`src/hdl/png_unf_pkg.sv`:
```
// Shared types and constants for the PNG scanline unfilter.
// Used by png_unf_pred and png_scanline_unfilter; no dependencies.
package png_unf_pkg;

   localparam int DATA_W     = 8;
   localparam int BPP_CSR_W  = 3;
   localparam int ROWB_CSR_W = 14;
   localparam int CSR_W      = 14;
   localparam int CSR_IDX_W  = 1;

   localparam logic [CSR_IDX_W-1:0] CSR_BPP  = 1'd0;
   localparam logic [CSR_IDX_W-1:0] CSR_ROWB = 1'd1;

   localparam logic [BPP_CSR_W-1:0]  BPP_RESET  = 3'd4;
   localparam logic [ROWB_CSR_W-1:0] ROWB_RESET = 14'd8192;

   localparam logic [DATA_W-1:0] FILT_MAX_CODE = 8'd4;

   typedef enum logic [2:0] {
      FILT_NONE  = 3'd0,
      FILT_SUB   = 3'd1,
      FILT_UP    = 3'd2,
      FILT_AVG   = 3'd3,
      FILT_PAETH = 3'd4,
      FILT_BAD   = 3'd5
   } filter_type;

   // left, above and above-left neighbors of the byte being rebuilt
   typedef struct packed {
      logic [DATA_W-1:0] a;
      logic [DATA_W-1:0] b;
      logic [DATA_W-1:0] c;
   } nbr_type;

endpackage

```
`src/hdl/png_unf_pred.sv`:
```
// Filter predictor and byte reconstruction (None, Sub, Up, Average, Paeth).
// Purely combinational; depends on png_unf_pkg.
module png_unf_pred
   import png_unf_pkg::*;
(
   input  filter_type        filter,
   input  nbr_type           nbr,
   input  logic [DATA_W-1:0] filt_byte,
   output logic [DATA_W-1:0] recon
);

   logic [DATA_W:0]   avg_sum;
   logic signed [DATA_W+1:0] sa, sb, sc;
   logic [DATA_W+1:0] pa, pb, pc;
   logic [DATA_W-1:0] paeth;
   logic [DATA_W-1:0] pred;

   function automatic logic [DATA_W+1:0] absval(input logic signed [DATA_W+1:0] v);
      absval = v[DATA_W+1] ? (DATA_W+2)'(0) - v : v;
   endfunction

   always_comb begin
      avg_sum = {1'b0, nbr.a} + {1'b0, nbr.b};
      sa = signed'({2'b00, nbr.a});
      sb = signed'({2'b00, nbr.b});
      sc = signed'({2'b00, nbr.c});
      pa = absval(sb - sc);
      pb = absval(sa - sc);
      pc = absval(sa + sb - sc - sc);
      if (pa <= pb && pa <= pc) begin
         paeth = nbr.a;
      end else if (pb <= pc) begin
         paeth = nbr.b;
      end else begin
         paeth = nbr.c;
      end
      case (filter)
         FILT_SUB:   pred = nbr.a;
         FILT_UP:    pred = nbr.b;
         FILT_AVG:   pred = avg_sum[DATA_W:1];
         FILT_PAETH: pred = paeth;
         default:    pred = '0;
      endcase
      recon = filt_byte + pred;
   end

endmodule

```
`config.mk`:
```
export PLATFORM = sky130hd
export DESIGN_NAME = png_unf_pred
export DESIGN_NICKNAME = d
export VERILOG_FILES = /design/src/hdl/png_unf_pkg.sv /design/src/hdl/png_unf_pred.sv
export SDC_FILE = /design/constraint.sdc
export NUM_CORES = 1
export LEC_CHECK = 0
export ABC_AREA = 1
export BUFFER_PORTS_ARGS = -buffer_cell sky130_fd_sc_hd__buf_2
export CORE_MARGIN = 2
export CORE_UTILIZATION = 47
export DETAILED_ROUTE_END_ITERATION = 16
export PLACE_DENSITY_LB_ADDON = 0.1
export SKIP_LAST_GASP = 1
export SLEW_MARGIN = 20
export SYNTH_ARGS = -nofsm -noshare
export SYNTH_HDL_FRONTEND = slang
export SYNTH_SLANG_ARGS = --single-unit
```
`constraint.sdc`:
```
create_clock -name vclk -period 9.4
set_clock_uncertainty 0.05 [all_clocks]
set_input_delay 1.41 -clock vclk [all_inputs]
set_output_delay 1.41 -clock vclk [all_outputs]
set_load 0.1 [all_outputs]
```
==> summary.txt <==
OUTCOME
--------------------------------------------------------------------------------
Outcome                                                             finished, final reports clean

SYNTH
--------------------------------------------------------------------------------
Share of the yosys chip area belonging to registers                            0
Area fraction in and, or, nand and nor cells after synthesis              0.3131
Synthesized area per cell                                             6.361 um^2
Largest area contributor in the synthesized netlist                 sky130_fd_sc_hd__ha_1
Netlist Area Pre-Place                                                 3785 um^2
Fraction of synthesized cell area taken by the top area cell type         0.2347
Top cells by area in the synthesized netlist                        sky130_fd_sc_hd__ha_1 (23%), sky130_fd_sc_hd__inv_1 (14%), sky130_fd_sc_hd__nand2_1 (9.0%)
Mux contribution to synthesized area                                           0
Xor/xnor cell area share of the yosys netlist                            0.07339
Number of distinct library cells after synthesis                              44
Dominant combinational cell family by area after synthesis          simple AND/OR/NAND/NOR gates
Area fraction in compound gates after synthesis                           0.1656
Synthesis Warnings                                                             0
Synthesized netlist cell count                                               595
Adder and majority gate portion of the synthesized area                   0.2982

FLOORPLAN
--------------------------------------------------------------------------------
Die boundary height                                                     93.74 um
Starting utilization of the core area                                     0.4873
Floorplan row count                                                           32
Core Region                                                            7767 um^2
Number of placed I/O pins                                                     43
Die Outline Area                                                       8787 um^2
Horizontal extent of the die                                            93.74 um

JOB
--------------------------------------------------------------------------------
Maximum capacitance violations                                                 0

SETUP PATH
--------------------------------------------------------------------------------
Most common cell type on the critical path                          sky130_fd_sc_hd__inv_1
Worst Path Class, Setup                                             primary input to output port
Critical Path End Type                                               output port
Peak fanout along the critical path                                           15
Critical-path cell with the highest stage delay                     sky130_fd_sc_hd__fa_1
Longest individual stage delay on the worst path                          540 ps
Worst setup SP type                                                 primary input
WP data required                                                         7940 ps
Arrival time worst endpoint                                              7310 ps

CELLS AND AREA
--------------------------------------------------------------------------------
Total area of sequential cells                                            0 um^2
Diode count                                                                    0
Seq_cells                                                                      0
Net total in the final layout                                                760
Area added between synthesis and finish                                   10.21%
Clock buffer instance count of the final layout                                0
Area of combinational cells with multiple inputs                       3256 um^2
Share of layout cells above drive strength 1                              0.1641
Fill cells                                                                   841

POWER
--------------------------------------------------------------------------------
Static Leakage                                                       0.002471 uW
Power density of the placed cells                                   157.2 nW/um^2
Sum of internal, switching and leakage power                            655.9 uW
VDD IR-drop max                                                        0.1600 mV

TIMING
--------------------------------------------------------------------------------
Setup tns final                                                             0 ps
Highest clock rate                                                    0.1141 GHz
Post-route clock period utilization                                       0.9326
Number of hold violations in the final report                                  0
Hold_ws                                                                  3345 ps
Slew Limit Fails                                                               0
Period minus WS final                                                    8767 ps
Slew @ Worst Pin                                                        953.2 ps
Final setup violation count                                                    0
Setup repair after global routing missed its margin                        false
Worst max-slew margin expressed relative to the limit                     0.3596

DETAILED ROUTING
--------------------------------------------------------------------------------
Antenna viol nets, final                                                       0
Vias per Instance                                                          5.111
Total Wirelength                                                        10120 um
Routed wirelength normalized by instance count                          13.64 um
Count of TritonRoute iterations in the first routing pass                      4
DRC marker count from the first detailed-route iteration                     167
Post-detailed-route DRC marker count                                           0
Number of vias in the routed layout                                         3792

GLOBAL ROUTE
--------------------------------------------------------------------------------
Largest net degree at the start of global routing                             16
Global-route wire length before repair                                  16960 um
Number of global-route vias before repair                                   3670
Combined global-route utilization of all metal layers                     0.2372
Grt ovf                                                                        0
Antenna violations before repair                                               0

CLOCK TREE
--------------------------------------------------------------------------------
Number of hold buffers added after cts                                         0

HOLD PATH
--------------------------------------------------------------------------------
Class of the tightest hold or removal check                         primary input to output port
Worst hold start                                                    filt_byte[6]
Hold Path Cell Cnt                                                             4
Hold Path End                                                           recon[6]

PLACEMENT
--------------------------------------------------------------------------------
Dpl hpwl                                                                 9061 um
Routability-driven placement congestion ratio                             0.8967
IO buf count                                                                  43

critical path: cells and delay by family:
family                     cells  cell delay [ps]
adders and majority gates      7             2280
AOI/OAI and AO/OA              8             1450
and+or+nand+nor               10             1030
buffers and inverters          7              780
xor gates and xnor gates       2              320
power by group:
group	switching (uW)	leakage [uW]	internal, uW
combinational	442	0.00247	214
clock	0	0	0
sequential	0	0	0
total	442	0.00247	214
repair_timing:
action / 4_1_cts / 5_1_grt
setup endpoints to repair: 0 / 2
gates resized for setup: 0 / 5
setup buffers: 0 / 0
per-layer routing:
| layer | up-vias | part of all wire | GRT usage | routed length [um] |
|---|---|---|---|---|
| met5 | - | 0 | 0 | 0 |
| met4 | 0 | 0.0027 | 0.009662 | 27 |
| met3 | 2 | 0.030 | 0.003210 | 301 |
| met2 | 50 | 0.47 | 0.4185 | 4788 |
| met1 | 1727 | 0.49 | 0.3412 | 5004 |
| li1 | 2013 | - | - | - |
cell usage after synthesis (all sizes together) (3+ instances only):
master    n
nand4    11
a21oi    34
o21ai    32
a31oi     3
fa       12
ha       71
a211oi    3
a21o      4
nand3b    4
nand3    42
o21bai   11
inv     143
o22ai     8
xor2     22
a21boi    3
nor3     12
nor2     39
xnor2     8
nand2   121
final cells by class:
cell class,count,share of cell area
inverter,144,0.1296
multi-input combinational,451,0.7804
tap,102,0.03059
timing repair buffer,45,0.05939
stage by stage:
step                setup slack, ps  area, um^2  std cells    util
finish                        633.5        4172        742  0.5370
global route                  9.816        4172        742  0.5370
CTS                           347.3        4146        742  0.5338
detailed placement            351.8        4146        742  0.5338
global placement              522.5        4146        742  0.5338
floorplan                     291.0        3792        597       -
cell families (layout without fill, tap and decap cells):
logic type	count (synthesis)	count (layout)
simple gates	232	232
buf+inv	146	189
compound gates	102	102
fa+ha+maj	83	83
xor+xnor	30	30
other cells	2	4
cell usage in the layout, fill, tap and decap left out, drive strengths merged, types with 3 or more instances in the layout:
| cell | n |
|---|---|
| o22ai | 8 |
| nand3b | 4 |
| buf | 44 |
| conb | 4 |
| inv | 143 |
| ha | 71 |
| nand2 | 121 |
| nand3 | 42 |
| nand4 | 11 |
| nor3 | 12 |
| o21bai | 11 |
| a211oi | 3 |
| xnor2 | 8 |
| a21boi | 3 |
| fa | 12 |
| nor2 | 39 |
| o21ai | 32 |
| xor2 | 22 |
| a21o | 4 |
| a21oi | 34 |
| a31oi | 3 |
worst max-delay path by stage:
| stage | from | endpoint | slack [ps] | cells after the start |
|---|---|---|---|---|
| floorplan | nbr[8] | recon[6] | 290 | 32 |
| global route | nbr[8] | recon[7] | 10 | 39 |
| global placement | nbr[8] | recon[6] | 520 | 34 |
| detailed placement | nbr[8] | recon[6] | 350 | 34 |
| CTS | nbr[8] | recon[6] | 350 | 34 |
| finish | nbr[8] | recon[6] | 630 | 34 |
Note: power is estimated with default switching activity, not from simulation.
